**src/rtl/evad_ram.sv**
```systemverilog
module evad_ram #(
  parameter int Width = 8,
  parameter int Depth = 16
) (
  input  logic clk,
  input  logic we,
  input  logic [$clog2(Depth)-1:0] waddr,
  input  logic [Width-1:0] wdata,
  input  logic [$clog2(Depth)-1:0] raddr,
  output logic [Width-1:0] rdata
);
  logic [Width-1:0] mem [Depth];

  always_ff @(posedge clk) begin
    if (we) mem[waddr] <= wdata;
    rdata <= mem[raddr];
  end
endmodule

```
**config.mk**
```make
export PLATFORM = sky130hd
export DESIGN_NAME = evad_ram
export DESIGN_NICKNAME = d
export VERILOG_FILES = /design/src/rtl/evad_ram.sv
export SDC_FILE = /design/constraint.sdc
export NUM_CORES = 1
export LEC_CHECK = 0
export BUFFER_PORTS_ARGS = -buffer_cell sky130_fd_sc_hd__buf_2
export CAP_MARGIN = 20
export CORE_ASPECT_RATIO = 0.8
export CORE_MARGIN = 2
export CORE_UTILIZATION = 33
export DETAILED_ROUTE_END_ITERATION = 8
export PLACE_DENSITY = 0.58
export SYNTH_ARGS = -nofsm -noshare
export SYNTH_HDL_FRONTEND = slang
export SYNTH_SLANG_ARGS = --single-unit
export TNS_END_PERCENT = 1
```
**constraint.sdc**
```tcl
create_clock -name clk -period 1.45 [get_ports clk]
set_input_delay 0.0725 -clock clk [delete_from_list [all_inputs] [get_ports clk]]
set_output_delay 0.0725 -clock clk [all_outputs]
set_load 0.03 [all_outputs]
```
# Yosys cells after proc, flatten, opt, wreduce, memory -nomap -nowiden
# Memories as Yosys holds them, arrays and structs flattened. A register that Yosys moved wholly into a read port is not among the register bits.
# Cells that the tools add are included.
op_classes:
  muxes: 2
  magnitude_cmp: 0
  n_addsub: 0
  shift: 0
  n_bitwise: 0
  reduce_logical: 0
  n_eq_ne: 0
  div_mod_pow: 0
  n_mul: 0
op_table:
  columns: ["operator", "n"]
  rows:
  - ["$mux 1", 2]
word_totals:
  romBits: 0
  reg_bits: 0
  inputBits: 18
  output_inout_bits: 8
  mem_count: 1
  word_cells: 3
  latchBits: 0
  ramBits: 128
memory_table:
  columns: ["memory", "words", "width", "rd", "rd_ports_with_merged_regs", "wr", "line_no", "text"]
  rows:
  - ["mem", 16, 8, 1, 1, 1, "12", "logic [Width-1:0] mem [Depth];"]

# Longest topological paths before layout
# Gate-level depths: netlist of run 1.
logic_depth:
  ltp_word: 2
  depth_mapped: 5
  mapped_depth_nobuf: 3

# Worst setup path after synthesis of run 1
# No wires, ideal clock.
synth_timing:
  path_type: "input to register"
  start: "input port waddr[2]"
  end: "memory mem[0][0], enable pin"
  arrival_ns: 1.182
  path_slack_ns: -0.115
  t_required_ns: 1.067
  cell_stages: 2
  setup_time_ns: 0.383
  n_path_buf: 0
  cell_sequence: "or3b_2 nor3_1"
synth_rtl:
  columns: ["item", "line_no", "text"]
  rows:
  - ["from (decl)", "7", "input logic [$clog2(Depth)-1:0] waddr,"]
  - ["to (decl)", "12", null]
# Straight into the memory's write port.

==> results of run 1 <==
==> registers in the layout (all words and copies together), names as in the netlist <==
signal,cells
mem,128
rdata,8
==> Yosys cell counts (all sizes together) <==
| library cell | number |
|---|---|
| nand3b | 2 |
| nor3 | 4 |
| nor2 | 13 |
| or3b | 1 |
| and2b | 1 |
| nand3 | 1 |
| clkdlybuf4s25 | 3 |
| dfxtp | 8 |
| edfxtp | 128 |
| nand2 | 9 |
| nor2b | 1 |
| a22oi | 16 |
| and2 | 1 |
| buf | 7 |
| mux4 | 32 |
| nand2b | 2 |
==> where the power goes <==
part | leakage (µW) | total, µW | switching [µW] | internal [µW]
clock network | 0.000271 | 3930 | 1410 | 2520
registers | 0.00122 | 4420 | 24.6 | 4400
logic | 0.000616 | 485 | 288 | 197
total | 0.00211 | 8840 | 1720 | 7120
==> critical path: cells and delay by family, from the launching register on <==
family | cells | cell delay [ps]
and+or+nand+nor | 1 | 90
AOI/OAI and AO/OA | 1 | 260
DFF | 1 | 350
muxes | 1 | 540
==> cell families after synthesis <==
family                 after synthesis
multiplexers                        32
AND/OR/NAND/NOR                     35
AO/OA/AOI/OAI                       16
flip-flops                         136
buffers and inverters               10
==> metrics by stage <==
stage	hold slack, ps	cell area [µm²]	setup TNS [ps]	total power, µW	instances
3_3_place_gp	458	5690	-412	4980	477
5_1_grt	50.6	6250	0	9160	508
6_report	44.6	6250	0	8840	508
3_5_place_dp	466	5690	-443	4990	477
4_1_cts	30.9	6240	0	8940	508
2_1_floorplan	171	5150	0	4770	229
==> final timing paths <==
kind / start / to / slack [ps] / cells after the start
max reg2reg: mem[6][1]$_DFFE_PP_ / rdata[1]$_DFF_P_ / 90 / 3
min: wdata[7] / mem[9][7]$_DFFE_PP_ / 40 / 1
min reg2reg: mem[7][2]$_DFFE_PP_ / rdata[2]$_DFF_P_ / 670 / 3
max: mem[6][1]$_DFFE_PP_ / rdata[1]$_DFF_P_ / 90 / 3
==> layer usage <==
layer  up-vias  part of all wire [%]
met5         -                     0
met4         0                  0.95
met3         9                   5.1
met2        65                    47
met1      1260                    47
li1       1086                     -
==> area by class of cell <==
type / instances / area [µm²] / area share (%)
Clock inverter: 4 / 45.0 / 0.720
Tap cell: 210 / 263 / 4.20
Timing Repair Buffer: 48 / 360 / 5.76
Multi-Input combinational cell: 83 / 1080 / 17.2
Sequential cell: 136 / 4000 / 64.0
Clock buffer: 27 / 503 / 8.04
==> key figures, run 1 <==
Placed design
  – Setup WS pre-CTS: -121 ps
  – PortBufs: 25
  – Routability cong.: 0.731
  – Post-detail-place hpwl: 6340 µm

Synth
  – Synth warn: 0
  – Mux cell area share after synthesis: 15.0%
  – Top post-synthesis cells by area: edfxtp_1 (75%), mux4_2 (7.9%), mux4_1 (7.1%)
  – Synth Area in Simple Gates: 3.18%
  – Syn_area_per_cell: 22.5 µm²
  – Xor/xnor share of the synthesized area: 0%
  – Synth cell types: 19
  – Sequential fraction of the synthesis area: 77.8%
  – Post-synthesis adder-cell area fraction: 0%
  – Synth area leader: edfxtp_1
  – Post-synth top area share: 74.7%
  – Net Count, Synth: 247
  – Synth Area in Compound Gates: 2.33%
  – Post-Syn Area: 5150 µm²
  – Number of synthesized register bits: 136
  – Cells after Synth: 229
  – Largest family of logic cells by synthesized area: multiplexers

Clock tree
  – CTS tree: built
  – Cts hold-fix bufs: 0
  – Htree depth: 4
  – # resized after CTS: 0
  – Post-CTS Setup Bufs: 0
  – Clock transition at path regs: 50 ps
  – Root buf cell: clkbuf_16
  – Later-pin clock latency in the skew report: 410 ps
  – Total CTS buffers: 17
  – CTS sink count: 136
  – Clk buf depth: 2

Critical path
  – Slowest-stage cell, CP: mux4_1
  – CP Data Required Time: 1740 ps
  – Startpoint Class: register
  – WP data arrival: 1650 ps
  – Crit Path Class: reg -> reg
  – Critical path endpoint category: register
  – Max incr delay on CP: 540 ps
  – Critical path cell sequence: mux4_1, a22oi_1, nand2_1
  – Worst Path Max Fanout: 1

Layout
  – Commonest cells after routing, fill and taps aside: edfxtp_1 (128), buf_2 (25), mux4_2 (18), buf_4 (18), clkbuf_16 (17)
  – Most common cell after layout, fill and taps aside: edfxtp_1
  – Nets: 304
  – Ant diodes: 0
  – Fill cells: 1,338
  – Share of cells above drive strength 1: 32.2%
  – Synth-to-Final Area Change: 21.5%
  – Fin util: 41.4%

Timing
  – Least-Margin Pin Slew: 847 ps
  – Max Freq: 0.737 GHz
  – Post-route clock period utilization: 93.5%
  – Worst setup margin: 93.6 ps
  – Slew headroom: 43.4%
  – Clock skew: 5.16 ps
  – Final Hold Vio Count: 0
  – Pins over their slew limit: 0
  – Final min period: 1360 ps
  – Setup-failing EPs final: 0
  – RSZ-0062 raised after global routing: no

Power
  – Power density over the cells: 1410 nW/µm²
  – Peak VDD IR: 0.000608 V
  – LEAKAGE: 0.00211 µW

Detailed routing
  – # DRC: 0
  – Iteration-0 DRC Markers: 103
  – First drt pass iteration count: 6
  – DR vias: 2,420
  – Drt total wl: 10,200 µm
  – Vias per cell: 4.76
  – Post-DR wirelength/cell: 20.1 µm
  – Post-DRT Antenna Nets: 0

Global route
  – Largest net degree at the start of global routing: 24
  – GRT met1 Usage: 18.7%
  – First-pass GRT wire length: 15,600 µm
  – Tot GR Track Use: 13.6%
  – Gr ovfl total: 0
  – Grt peak-use layer: met2
  – Met3 Track Usage GR: 4.42%
  – Initial antenna violation count: 0
  – Vias in the first global route: 2,548
  – Grt met2 use: 20.3%

Hold path
  – Worst min path class: in -> reg

Floorplanning
  – Die area: 16,600 µm²
  – DIE HEIGHT: 116 µm
  – Initial core utilization: 34.1%
  – Die Width: 144 µm
  – Core area: 15,100 µm²
  – # rows: 40
  – I/O Pins: 26

Run
  – Number of max-cap violations: 0

Outcome
  – Status: complete, no violations
No activity file was read; power rests on OpenSTA's default activity.
==> inputs of run 2 (changes only) <==
==> constraint.sdc (replaced) <==
create_clock -name clk -period 1.45 [get_ports clk]
set_input_delay 0.29 -clock clk [delete_from_list [all_inputs] [get_ports clk]]
set_output_delay 0.29 -clock clk [all_outputs]
set_load 0.03 [all_outputs]
==> run 2 against run 1 <==
Net effect:
- register-to-register slack about the same
- power increased by 12%
- clock skew is 0.55 ps lower
- largest power group is now the clock network
==> key figures, run 2 (synthesized netlist as in run 1, its figures left out) <==
Outcome
  – Status: complete, no violations

Timing
  – RSZ-0062 raised after global routing: no
  – Final Hold Vio Count: 0
  – Setup-failing EPs final: 0
  – Max Freq: 0.730 GHz
  – Final min period: 1370 ps
  – Slew headroom: 44.8%
  – Pins over their slew limit: 0
  – Clock skew: 4.61 ps
  – Worst setup margin: 80.6 ps
  – Post-route clock period utilization: 94.4%
  – Fin Hold WS: 264 ps
  – Least-Margin Pin Slew: 825 ps

Run
  – Number of max-cap violations: 0

Layout
  – Nets: 307
  – Ant diodes: 0
  – Max reg flops: 128
  – Most common cell after layout, fill and taps aside: edfxtp_1
  – Top flop regs: mem (128), rdata (8)
  – Commonest cells after routing, fill and taps aside: edfxtp_1 (128), buf_2 (25), buf_4 (20)
  – Share of cells above drive strength 1: 34.4%
  – Area of the multi-input gates: 1070 µm²
  – Final Cell Area: 6420 µm²
  – Reg with most FFs: mem
  – Synth-to-Final Area Change: 24.8%
  – Fill cells: 1,343
  – Reg area: 4000 µm²

Power
  – Power density over the cells: 1540 nW/µm²
  – Peak VDD IR: 0.000779 V
  – LEAKAGE: 0.00219 µW
  – Final Total Pwr: 9860 µW

Floorplanning
  – DIE HEIGHT: 116 µm
  – I/O Pins: 26
  – # rows: 40
  – Initial core utilization: 34.1%
  – Die area: 16,600 µm²
  – Core area: 15,100 µm²
  – Die Width: 144 µm

Clock tree
  – Clock transition at path regs: 60 ps
  – Clk buf depth: 2
  – CTS tree: built
  – Root buf cell: clkbuf_16
  – Later-pin clock latency in the skew report: 410 ps
  – CTS sink count: 136
  – Htree depth: 4
  – Total CTS buffers: 17

Global route
  – Gr ovfl total: 0
  – Initial antenna violation count: 0
  – Largest net degree at the start of global routing: 23
  – Vias in the first global route: 2,503
  – First-pass GRT wire length: 15,300 µm
  – Tot GR Track Use: 13.4%

Detailed routing
  – DR vias: 2,452
  – Post-DRT Antenna Nets: 0
  – # DRC: 0
  – Iteration-0 DRC Markers: 263
  – Post-DR wirelength/cell: 20.0 µm
  – First drt pass iteration count: 4
  – Drt total wl: 10,200 µm
  – Vias per cell: 4.79

Placed design
  – Placed Area: 5720 µm²
  – PortBufs: 25
  – Routability cong.: 0.723
  – Setup WS pre-CTS: -364 ps
  – Post-detail-place hpwl: 6370 µm

Critical path
  – Crit Path Class: reg -> reg
  – Max incr delay on CP: 460 ps
  – Startpoint Class: register
  – Critical path cell sequence: mux4_2, a22oi_1, nand2_1
  – CP bufs+invs: 0
  – Critical path endpoint category: register
  – Worst Path Max Fanout: 1
  – Top Family by Delay on Critical Path: multiplexers
  – WP data arrival: 1650 ps
  – Slowest-stage cell, CP: mux4_2
  – CP Data Required Time: 1730 ps

Hold path
  – Worst min path class: in -> reg
-- run 2: cell types whose count changed in the layout (fill, tap and decap cells not counted) --
cell,delta
clkbuf_8,-3
clkbuf_1,-6
clkinvlp_4,+3
buf_12,+1
clkinv_1,+1
a22oi_1,+1
buf_4,+2
bufinv_16,+6
a22oi_2,-1
-- run 2: per-layer routing --
| layer | track usage [%] | wire (µm) |
|---|---|---|
| met3 | 4.42 | 516 |
| met5 | 0 | 0 |
| met2 | 21.0 | 4900 |
| met1 | 18.2 | 4760 |
| met4 | 3.53 | 66 |
-- run 2: repair_timing --
item                                   in CTS  in global routing
hold buffers                                0                  0
endpoints found under the hold margin       0                  0
gates resized for setup                     0                  2
setup buffers                               0                  0
setup endpoints to repair                   0                  2
-- run 2: worst paths after layout --
check / startpoint / to / slack, ps / cells past startpoint
worst min register to register: mem[14][5]$_DFFE_PP_ / rdata[5]$_DFF_P_ / 680 / 3
worst min-delay path: wdata[7] / mem[12][7]$_DFFE_PP_ / 260 / 1
worst max register to register: mem[2][4]$_DFFE_PP_ / rdata[4]$_DFF_P_ / 80 / 3
worst max-delay path: mem[2][4]$_DFFE_PP_ / rdata[4]$_DFF_P_ / 80 / 3
-- run 2: layout make-up --
type,count,share of cell area (%)
Clock buffer,18,6.84
Multi-Input combinational cell,83,16.7
Clock inverter,14,3.91
Sequential cell,136,62.3
Timing Repair Buffer,51,6.15
Tap cell,210,4.09
-- run 2: power by group --
part           internal [µW]  leakage [µW]  total (µW)  switching (µW)
clock                   3430      0.000329        4950            1530
sequential              4400       0.00122        4420            24.1
combinational            205      0.000634         492             287
total                   8030       0.00219        9860            1840
-- run 2: metrics by stage --
stage | instances | TNS (ps) | util, %
6_report | 512 | 0 | 42.5
2_1_floorplan | 229 | -3770 | -
4_1_cts | 512 | 0 | 42.4
3_3_place_gp | 480 | -4930 | 37.9
3_5_place_dp | 480 | -5740 | 37.9
5_1_grt | 512 | 0 | 42.5
==> inputs of run 3 (changes only) <==
SETUP_SLACK_MARGIN = 0.2   (was default)
==> run 3 against run 2 <==
Net effect:
- core utilization is 0.25 points lower
- register-to-register slack gained 80 ps
- sequential power hardly changed
- maximum frequency is 6.5% higher
- first-iteration DRC count is 44% lower
==> key figures, run 3 (synthesized netlist as in run 1, its figures left out) <==
Timing
  – RSZ-0062 raised after global routing: yes
  – Final min period: 1290 ps
  – Max Freq: 0.778 GHz
  – Post-route clock period utilization: 88.7%
  – Least-Margin Pin Slew: 884 ps
  – Slew headroom: 41.0%
  – Pins over their slew limit: 0
  – Setup-failing EPs final: 0
  – Final Hold Vio Count: 0
  – Clock skew: 7.13 ps

Clock tree
  – Htree depth: 4
  – Later-pin clock latency in the skew report: 410 ps
  – Clk buf depth: 2
  – CTS tree: built
  – CTS sink count: 136
  – Post-CTS Setup Bufs: 0
  – Clock transition at path regs: 60 ps
  – Root buf cell: clkbuf_16
  – Total CTS buffers: 17

Detailed routing
  – Post-DR wirelength/cell: 20.4 µm
  – Drt total wl: 10,400 µm
  – Vias per cell: 4.82
  – First drt pass iteration count: 4
  – Iteration-0 DRC Markers: 148
  – DR vias: 2,473
  – # DRC: 0
  – Post-DRT Antenna Nets: 0

Layout
  – Nets: 308
  – Reg with most FFs: mem
  – Share of cells above drive strength 1: 39.6%
  – Fin util: 42.3%
  – Most common cell after layout, fill and taps aside: edfxtp_1
  – Top flop regs: mem (128), rdata (8)
  – Ant diodes: 0
  – Max reg flops: 128
  – Commonest cells after routing, fill and taps aside: edfxtp_1 (128), mux4_2 (25), buf_2 (24)
  – Non-Filler Instances: 513
  – Synth-to-Final Area Change: 24.1%

Critical path
  – Crit Path Class: reg -> reg
  – FF-to-FF End: rdata[0]$_DFF_P_
  – CP Data Required Time: 1740 ps
  – Reg2reg path depth: 3
  – WP data arrival: 1570 ps
  – Max incr delay on CP: 530 ps
  – Critical path cell sequence: mux4_2, a22oi_2, nand2_1
  – Critical path endpoint category: register
  – Startpoint Class: register
  – Slowest-stage cell, CP: mux4_2
  – Worst Path Max Fanout: 1
  – Reg2reg setup slack: 160 ps
  – Critical R2R Launch: mem[15][0]$_DFFE_PP_

Placed design
  – Routability cong.: 0.722
  – Post-detail-place hpwl: 6820 µm
  – PortBufs: 25
  – Cells after DPL: 481

Power
  – Peak VDD IR: 0.000861 V
  – Power density over the cells: 1440 nW/µm²
  – LEAKAGE: 0.00213 µW

Floorplanning
  – Initial core utilization: 34.1%
  – Core area: 15,100 µm²
  – DIE HEIGHT: 116 µm
  – I/O Pins: 26
  – Die area: 16,600 µm²
  – Die Width: 144 µm
  – # rows: 40

Run
  – Number of max-cap violations: 0

Global route
  – Tot GR Track Use: 13.6%
  – Gr ovfl total: 0
  – First-pass GRT wire length: 15,600 µm
  – Initial antenna violation count: 0
  – Vias in the first global route: 2,528
  – Largest net degree at the start of global routing: 17

Hold path
  – Hold Path End: mem[15][6]$_DFFE_PP_
  – Hold depth: 1
  – Hold path startpoint: wdata[6]
  – Worst min path class: in -> reg

Outcome
  – Status: complete, no violations
## run 3: cell types whose count changed in the layout (fill, tap and decap cells not counted), sizes merged
cell and delta:
clkbuf +5, bufinv -4, clkinvlp -2, buf +1, clkinv +1
## run 3: final cells by class
class,count,area (µm²)
well taps,210,263
fillers,1361,8730
clock inverters,9,123
flip-flops and latches,136,4000
multi-input cells,83,1100
repair buffers,52,430
clock buffers,23,468
## run 3: how the worst max path moves through the flow
stage / from / end / slack (ps) / cells past startpoint
floorplan: waddr[3] / mem[4][0]$_DFFE_PP_ / -30 / 2
global placement: raddr[0] / rdata[5]$_DFF_P_ / -290 / 6
detailed placement: raddr[0] / rdata[5]$_DFF_P_ / -300 / 6
CTS: mem[10][0]$_DFFE_PP_ / rdata[0]$_DFF_P_ / 150 / 3
global route: mem[10][0]$_DFFE_PP_ / rdata[0]$_DFF_P_ / 130 / 3
finish: mem[15][0]$_DFFE_PP_ / rdata[0]$_DFF_P_ / 160 / 3
## run 3: power by group
group | leakage (µW) | internal [µW] | switching, µW
logic | 0.000618 | 215 | 296
registers | 0.00122 | 4400 | 29.3
clock network | 0.000291 | 2780 | 1490
total | 0.00213 | 7390 | 1820
## run 3: timing repair
action	in CTS	in global routing
resized for setup	10	7
pin swaps	5	4
hold buffers	0	0
endpoints found under the setup margin	9	11
## run 3: per-layer routing
metal / global-route usage (%) / wire length (µm) / vias to the layer above
li1: - / - / 1092
met1: 20.0 / 4890 / 1309
met2: 19.7 / 4810 / 62
met3: 3.84 / 649 / 10
met4: 4.90 / 98 / 0
met5: 0 / 0 / -
## run 3: per-stage QoR
| stage | instance area, µm² | total power (µW) | setup TNS [ps] | hold slack [ps] | worst slack, ps |
|---|---|---|---|---|---|
| after floorplan | 5170 | 4770 | -266 | 389 | -31.6 |
| after global placement | 5780 | 4990 | -5120 | 657 | -289 |
| after detailed placement | 5780 | 5000 | -5740 | 672 | -303 |
| after CTS | 6380 | 9280 | 0 | 252 | 151 |
| after global routing | 6390 | 9520 | 0 | 260 | 128 |
| final | 6390 | 9210 | 0 | 262 | 165 |
## run 3: critical path: cells and delay by family, from the launching register on
kind,cells,cell delay [ps]
multiplexers,1,530
AND/OR/NAND/NOR,1,90
flip-flops,1,360
AO/OA/AOI/OAI,1,180
